$ cat src/hdl/salc_pkg.sv
// ============================================================================
// salc_pkg: shared types and constants of the set-associative LRU cache model
// Field widths, configuration register codes, outcome codes, sequencer states
// and the result record of the shared compare unit.
// ============================================================================
package salc_pkg;

    // Defaults of the top-level parameters
    localparam int MAX_SET_BITS_DEF = 6;
    localparam int MAX_WAYS_DEF     = 8;
    localparam int ADDR_WIDTH_DEF   = 64;

    // Fixed field widths
    localparam int ADDR_FIELD_W = 64;
    localparam int OUTCOME_W    = 2;
    localparam int TALLY_W      = 32;
    localparam int STAMP_W      = 64;
    localparam int S_TDATA_W    = 64;
    localparam int M_TDATA_W    = 104;
    localparam int M_PAD_W      = M_TDATA_W - OUTCOME_W - 3 * TALLY_W;

    localparam logic [TALLY_W-1:0] TALLY_MAX = {TALLY_W{1'b1}};

    // Configuration port
    localparam int CFG_IDX_W    = 2;
    localparam int CFG_DATA_W   = 6;
    localparam int SET_BITS_W   = 3;
    localparam int BLOCK_BITS_W = 6;
    localparam int WAYS_W       = 4;

    typedef enum logic [CFG_IDX_W-1:0] {
        REG_SET_BITS   = 2'd0,
        REG_BLOCK_BITS = 2'd1,
        REG_WAYS       = 2'd2
    } cfg_reg_t;

    typedef enum logic [OUTCOME_W-1:0] {
        OUT_HIT   = 2'd0,
        OUT_FILL  = 2'd1,
        OUT_EVICT = 2'd2
    } outcome_t;

    typedef enum logic [2:0] {
        ST_CLEAR = 3'd0,
        ST_IDLE  = 3'd1,
        ST_ADDR  = 3'd2,
        ST_SCAN  = 3'd3,
        ST_WRITE = 3'd4
    } state_t;

    // Result of comparing one way against the lookup
    typedef struct packed {
        logic hit;    // valid and tag matches
        logic empty;  // way not valid
        logic older;  // stamp below the best stamp so far
    } cmp_res_t;

endpackage

$ cat src/hdl/salc_cmp.sv
// ============================================================================
// salc_cmp: shared way compare unit
// Match one way's tag against the lookup tag and its stamp against the oldest.
// ============================================================================
module salc_cmp #(
    parameter int TAG_W = 64
) (
    input  logic                         line_valid,
    input  logic [TAG_W-1:0]             line_tag,
    input  logic [salc_pkg::STAMP_W-1:0] line_stamp,
    input  logic [TAG_W-1:0]             look_tag,
    input  logic [salc_pkg::STAMP_W-1:0] best_stamp,
    output salc_pkg::cmp_res_t           res
);

    always_comb begin
        res.hit   = line_valid && (line_tag == look_tag);
        res.empty = !line_valid;
        res.older = line_stamp < best_stamp;
    end

endmodule

$ cat config.mk
export PLATFORM = sky130hd
export DESIGN_NAME = salc_cmp
export DESIGN_NICKNAME = d
export VERILOG_FILES = /design/src/hdl/salc_pkg.sv /design/src/hdl/salc_cmp.sv
export SDC_FILE = /design/constraint.sdc
export NUM_CORES = 1
export LEC_CHECK = 0
export BUFFER_PORTS_ARGS = -buffer_cell sky130_fd_sc_hd__buf_2
export CORE_AREA = 2 2 101 103
export DETAILED_ROUTE_END_ITERATION = 10
export DIE_AREA = 0 0 103 105
export GPL_TIMING_DRIVEN = 0
export PLACE_DENSITY = 0.62
export SETUP_SLACK_MARGIN = 0.15
export SYNTH_ARGS = -nofsm -noshare
export SYNTH_HDL_FRONTEND = slang
export SYNTH_SLANG_ARGS = --single-unit
$ cat constraint.sdc
create_clock -name vclk -period 2.1
set_input_delay 0.315 -clock vclk [all_inputs]
set_output_delay 0.315 -clock vclk [all_outputs]
set_load 0.03 [all_outputs]
==> impl_results.md <==
- Status: finished with violations
- Violated checks: setup timing
- Gpl congestion: ~0.85
- Antenna diodes: 0
- Largest family of logic cells by synthesized area: adder cells
- Area Overhead vs Synth: 77.1%
- Initial antenna violation count: 0
- Req. time, crit path: ~1.8 ns
- Adder-Cell Fraction of Synth Area: 0.341
- Largest net degree at the start of global routing: 4
- Post-DP HPWL: 8.42 mm
- WS Path Type: input port to output port
- RSZ-0062 raised after global routing: yes
- Vias in the first global route: around 3200
- Row count: 36
- Antenna viol nets, final: 0
- Max VDD drop: 0.0000867 V
- Post-synthesis area per instance: ~7 µm²
- Cell count after synthesis: 330
- Synth Cell Area: approximately 2300 µm²
- Final wirelength: 8.80 mm
- P_leak: 2.40 nW
- Wirelength per Cell: about 12 µm
- Critical Path AT: roughly 1.9 ns
- Sequential Area: 0 µm²
- Hold Violations, Final: 0
- Worst-Margin Slew: roughly 0.38 ns
- Count leader, synth: inv_1
- Die Span Y: approximately 110 µm
- Global-route wire length before repair: ~13 mm
- Critical path capture point type: output port
- Simple-Gate Fraction of Synth Area: 0.155
- I/O Pins: 260
- First DRT Iteration DRCs: 89
- Final core occ: 0.425
- Synth Net Count: 650
- Yosys top cell by area: ha_1
- Hold bufs inserted after CTS: 0
- Worst setup SP type: input port
- Vias: 3155
- Final Cycle Share: 1.05
- Die width: 103 µm
- F_max: ~0.45 GHz
- Total core area: between 9000 and 10000 µm²
- Commonest cells post-synth: inv_1, ha_1, xor2_1
- Crit path max fanout: 2
- Max-slew violation total from the final report: 0
- Post-Synth XOR/XNOR Area: 0.170
- Synth cell types: 34
- Hold Crit Class: input port to output port
- Pre-CTS WS: -0.302 ns
- Hold_ws: between 0.9 and 1 ns
- Die area: approximately 11000 µm²
- Top-area cell type share of the netlist area: 0.341
- Slew headroom: 0.742
- IO buf count: 260
- Seq Cell Count: 0
- Initial Util: 0.240
- Power Dens Cells: about 170 nW/µm²
- Final #Nets: 914
- Yosys warns: 0
- Setup violators final: 2
- Initial DRT Pass Iterations: 4
- Clock buf count: 0
- Fin worst setup slack: -0.112 ns
- Gr usage total: 0.148
- Seq/Total Area, Yosys: 0
- Mux contribution to synthesized area: 0
- Synth top area cells: ha_1, xor2_1, inv_1, a21oi_1, nand2_1
- Total grt overflow: 0
- Synth Area in Compound Gates: 0.199
- Min Tclk post-route: 2.21 ns
- Share of cells above drive strength 1: 0.510
- Post-route DRC: 0
- DR vias/cell: between 4 and 5
- Max Cap Viol: 0
[power breakdown]
part	leakage, nW	internal [mW]	total, mW	switching, mW
sequential	0	0	0	0
clock	0	0	0	0
combinational	2.40	0.389	0.710	0.321
[critical path, stage by stage]
cell and delay [ns]:
buf_2 0.10, inv_2 0.06, ha_4 0.20, a21oi_1 0.13
o21ai_1 0.08, a221o_1 0.32, a211o_1 0.24, a31oi_2 0.14
o311a_4 0.20, buf_6 0.12
[per-layer routing]
metal / up-vias / share of wire / wire, µm / GRT usage
met4: 0 / 0.013 / 112 / 0.0188
met5: - / 0 / 0 / 0
met2: 114 / 0.51 / 4500 / 0.282
li1: 1678 / - / - / -
met3: 10 / 0.066 / 582 / 0.0107
met1: 1353 / 0.41 / 3600 / 0.180
[kinds of logic (layout without fill, tap and decap cells)]
| group | Yosys count | in the layout |
|---|---|---|
| buffers and inverters | 83 | 345 |
| adder cells (fa/ha/maj) | 63 | 63 |
| XOR/XNOR | 45 | 45 |
| AO/OA/AOI/OAI | 69 | 69 |
| AND/OR/NAND/NOR | 70 | 70 |
[final timing paths]
| check | from | endpoint | slack [ns] | cells past startpoint |
|---|---|---|---|---|
| min | line_valid | res[1] | 0.94 | 3 |
| max | best_stamp[39] | res[0] | -0.11 | 10 |
[metrics by stage]
stage | cells | TNS, ns | total power [mW] | instance area [µm²]
2_1_floorplan | 330 | 0 | 0.343 | 2510
3_3_place_gp | 723 | -0.437 | 0.672 | 3980
3_5_place_dp | 723 | -0.446 | 0.688 | 3980
4_1_cts | 724 | -0.169 | 0.713 | 4060
5_1_grt | 725 | -0.344 | 0.815 | 4100
6_report | 725 | -0.142 | 0.710 | 4100
[layout by cell type, fill, tap and decap left out, drive strengths merged, types with 2 or more instances in the layout]
cell type	n
nand2	22
a211o	2
nor2	7
a21o	2
nand4	12
nor4	13
a22oi	5
xnor2	8
o2bb2ai	5
xor2	37
inv	83
ha	63
o22ai	5
buf	262
nand3	5
a21oi	21
a211oi	5
o21ai	10
a221oi	4
o221ai	2
nor3	5
and3	2
[repair_timing]
| item | CTS | global route |
|---|---|---|
| pin swaps | 9 | 2 |
| setup endpoints to repair | 2 | 2 |
| resized for setup | 15 | 7 |
| setup buffers | 1 | 1 |
[final cells by class]
| cell class | instances | area [µm²] |
|---|---|---|
| Timing Repair Buffer | 262 | 1360 |
| Inverter | 83 | 319 |
| Fill cell | 1035 | 5540 |
| Multi-Input combinational cell | 247 | 2250 |
| Tap cell | 133 | 166 |
Note: power is estimated with default switching activity, not from simulation.
