## src/hdl/salc_mem.sv

```systemverilog
// ============================================================================
// salc_mem: set row memory
// One row per set, one write port and one read port, read data registered.
// ============================================================================
module salc_mem #(
    parameter int ADDR_W = 6,
    parameter int DATA_W = 8
) (
    input  logic              aclk,
    input  logic              wr_en,
    input  logic [ADDR_W-1:0] wr_addr,
    input  logic [DATA_W-1:0] wr_data,
    input  logic              rd_en,
    input  logic [ADDR_W-1:0] rd_addr,
    output logic [DATA_W-1:0] rd_data
);

    localparam int DEPTH = 1 << ADDR_W;

    logic [DATA_W-1:0] mem [DEPTH];
    logic [DATA_W-1:0] rd_data_reg;

    always_ff @(posedge aclk) begin
        if (wr_en) begin
            mem[wr_addr] <= wr_data;
        end
    end

    always_ff @(posedge aclk) begin
        if (rd_en) begin
            rd_data_reg <= mem[rd_addr];
        end
    end

    assign rd_data = rd_data_reg;

endmodule

```

## config.mk

```make
export PLATFORM = sky130hd
export DESIGN_NAME = salc_mem
export DESIGN_NICKNAME = d
export VERILOG_FILES = /design/src/hdl/salc_mem.sv
export SDC_FILE = /design/constraint.sdc
export NUM_CORES = 1
export LEC_CHECK = 0
export BUFFER_PORTS_ARGS = -buffer_cell sky130_fd_sc_hd__buf_2
export CORE_MARGIN = 2
export CORE_UTILIZATION = 40
export CTS_CLUSTER_SIZE = 16
export DETAILED_ROUTE_END_ITERATION = 7
export PLACE_DENSITY_LB_ADDON = 0.3
export SKIP_LAST_GASP = 1
export SLEW_MARGIN = 20
export SYNTH_ARGS = -nofsm -noshare
export SYNTH_HDL_FRONTEND = slang
export SYNTH_SLANG_ARGS = --single-unit
export TNS_END_PERCENT = 1
```

## constraint.sdc

```tcl
create_clock -name aclk -period 3.3 [get_ports aclk]
set_input_delay 0.165 -clock aclk [delete_from_list [all_inputs] [get_ports aclk]]
set_output_delay 0.165 -clock aclk [all_outputs]
set_load 0.01 [all_outputs]
```

==> summary.txt <==
Floorplan
  – Die footprint: 0.0524 sq mm
  – Starting density of the core: 40.4%
  – Die Y: 229 um
  – Core area: 0.0501 sq mm
  – Die Wd: 229 um
  – Std cell rows: 82
  – IO Count: 31

Cells and area
  – Fin nets: 1058
  – Area taken by multi-input logic gates: 0.00432 sq mm
  – Seq. cell area: 0.0156 sq mm
  – Final Cell Area: 0.0232 sq mm
  – Share of post-route cells with drive strength above 1: 28.9%
  – Largest register FFs: 512
  – Area growth syn-to-layout: 14.4%
  – N_diodes: 0
  – # fillers: 4217

Route
  – Number of remaining DRC errors: 0
  – Total detailed-routing wirelength: 45.1 mm
  – Routed Antenna Nets: 0
  – DRT iter0 DRCs: 1064
  – WL per Instance: 25.8 um
  – 1st-pass router iterations: 5
  – Vias per cell: 5.53
  – Routed via count: 9655

STA
  – RSZ-0062 raised after global routing: false
  – Endpoints failing setup: 0
  – Worst-margin pin slew: 1.04 ns
  – Slew Viols, Final: 0
  – Fmax: 0.443 GHz
  – Worst slew margin: 30.9%
  – Post-route clock period utilization: 68.4%
  – Final Hold Fails: 0
  – Worst Clk Skew: 0.0194 ns
  – Clock period minus worst slack: 2.26 ns
  – Setup TNS: 0 ns

Clock tree
  – Clk_lat worst skew: 0.59 ns
  – Clock buffer depth: 3
  – Root Buffer: clkbuf_16
  – Clk pin slew, worst setup/hold paths: 0.06 ns
  – Post-CTS Setup Bufs: 0
  – H-tree depth: 2
  – Resize count post-CTS: 0
  – Total CTS buffers: 50
  – TritonCTS Sinks: 520
  – TritonCTS clock tree: yes
  – Cts hold-fix bufs: 1

Global route
  – Tot GR Track Use: 17.7%
  – First-pass GRT wire length: 67.7 mm
  – Vias in the first global route: 9960
  – Grt ovf: 0
  – Initial antenna violation count: 2
  – Largest net degree at the start of global routing: 84

Min path
  – Hold Crit Endpoint: mem[57][7]
  – Worst hold path type: in -> reg
  – Worst Hold Depth: 1
  – HP Start: wr_data[7]

Yosys
  – Post-synth EDFFs: 520
  – Syn avg cell area: 21.5 sq um
  – #FFs+latches synth: 520
  – Post-synth ARST share: 0%
  – Post-synth design cell area: 0.0202 sq mm
  – Syn Inst Count: 940
  – Sequential area share after synthesis: 77.1%
  – Mapped Nets: 963
  – Top_reg_cell synth: edfxtp_1
  – Number of warnings issued by yosys: 0
  – Yosys cell types: 39

Setup path
  – R2r setup slk: 1.04 ns
  – Worst setup EP type: register
  – CP startpoint: mem[21][4]
  – RR Startpoint: mem[21][4]
  – Worst Path Arrival: 2.57 ns
  – Crit path kind: reg -> reg
  – R2R Path End: rd_data[4]
  – Critical Path RT: 3.62 ns
  – CP Launch Type: register
  – Reg2reg path depth: 5
  – CP Max Fanout: 1

Run status
  – Outcome: complete, no violations

Pwr
  – Pwr per Cell Area: 599 mW/mm^2
  – Clock power frac: 42.3%
  – Peak supply drop: 0.413 mV
  – Net Sw Frac: 20.5%
  – P_leak: 7.28 nW
  – Sequential share of power: 52.9%
  – Logic gate share of total power: 4.8%
  – Int Pwr: 0.0110 W
  – Sw power: 0.00285 W

Job
  – Max_cap viols: 0

Placed design
  – IO Port Bufs: 30
  – Placed cell areas: 0.0215 sq mm
  – Global placement routability congestion: 0.774
  – HPWL after detailed placement: 27.7 mm
-- kinds of logic (layout without fill, tap and decap cells) --
logic type	after synthesis	count (layout)	share of synthesized area (%)
simple gates	153	153	3.37
mux	162	162	15.9
compound gates	54	54	2.06
buf+inv	51	186	1.56
flops	520	520	77.1
-- per-stage QoR --
| step | total power, W | instances | setup slack, ns | util, % | hold slack, ns |
|---|---|---|---|---|---|
| after floorplan | 0.00787 | 940 | 1.33 | - | 0.264 |
| after global placement | 0.00816 | 1654 | 0.563 | 42.9 | 0.576 |
| after detailed placement | 0.00817 | 1654 | 0.547 | 42.9 | 0.578 |
| after CTS | 0.0140 | 1747 | 1.07 | 46.2 | 0.144 |
| after global routing | 0.0143 | 1747 | 1.04 | 46.3 | 0.168 |
| final | 0.0139 | 1747 | 1.04 | 46.3 | 0.140 |
-- synthesized netlist by cell type, drive strengths merged (4+ instances only) --
library cell,number,area share [%]
a211oi,4,0.15
a221oi,6,0.26
buf,34,1.2
clkbuf,17,0.32
edfxtp,520,77
mux2,13,0.72
mux2i,23,1.1
mux4,126,14
nand2,19,0.35
nand2b,7,0.22
nand3,13,0.32
nor2,83,1.5
nor2b,14,0.43
nor3,7,0.17
o21ai,4,0.099
o221ai,8,0.35
o22ai,8,0.25
-- worst max-delay path by stage --
stage / cells after the start / to / slack, ns
floorplan: 7 / rd_data[3] / 1.33
global placement: 8 / rd_data[0] / 0.56
detailed placement: 8 / rd_data[0] / 0.55
CTS: 5 / rd_data[4] / 1.07
global route: 5 / rd_data[4] / 1.04
finish: 5 / rd_data[4] / 1.04
-- cells in the final DEF (no fill, tap or decap), drive strengths merged --
| cell type | instances |
|---|---|
| a2111oi | 2 |
| a211oi | 4 |
| a21oi | 3 |
| a221oi | 6 |
| a22oi | 3 |
| a31oi | 1 |
| and2 | 1 |
| buf | 92 |
| bufinv | 7 |
| clkbuf | 59 |
| clkinv | 27 |
| dlygate4sd3 | 1 |
| edfxtp | 520 |
| mux2 | 13 |
| mux2i | 23 |
| mux4 | 126 |
| nand2 | 19 |
| nand2b | 7 |
| nand3 | 13 |
| nand3b | 3 |
| nand4 | 2 |
| nand4b | 1 |
| nor2 | 83 |
| nor2b | 14 |
| nor3 | 7 |
| nor4 | 2 |
| o2111ai | 3 |
| o21a | 2 |
| o21ai | 4 |
| o221a | 2 |
| o221ai | 8 |
| o22ai | 8 |
| o2bb2ai | 3 |
| o311ai | 1 |
| o32ai | 2 |
| o41ai | 2 |
| or3 | 1 |
-- critical path: stages (launching register included) --
cell	delay, ns
edfxtp_1	0.36
mux4_2	0.49
mux2_2	0.28
o221a_2	0.28
nor3_1	0.43
o32ai_1	0.15
-- layout make-up --
| type | count | share of cell area [%] |
|---|---|---|
| Clock buffer | 58 | 5.81 |
| Clock inverter | 34 | 1.47 |
| Multi-Input combinational cell | 369 | 18.6 |
| Tap cell | 672 | 3.63 |
| Timing Repair Buffer | 94 | 3.05 |
| Sequential cell | 520 | 67.4 |
-- layer usage --
layer  track usage [%]  part of all wire (%)
met3              3.04                   5.8
met5                 0                 0.040
met1              25.0                    44
met2              27.8                    48
met4              6.23                   2.9
-- power groups by stage --
stage	Combinational, W	Clock [W]	Sequential (W)
floorplan	0.000390	0	0.00748
global placement	0.000671	0	0.00749
detailed placement	0.000680	0	0.00749
CTS	0.000682	0.00597	0.00735
global route	0.000723	0.00622	0.00734
finish	0.000672	0.00587	0.00734
Note: power is estimated with default switching activity, not from simulation.
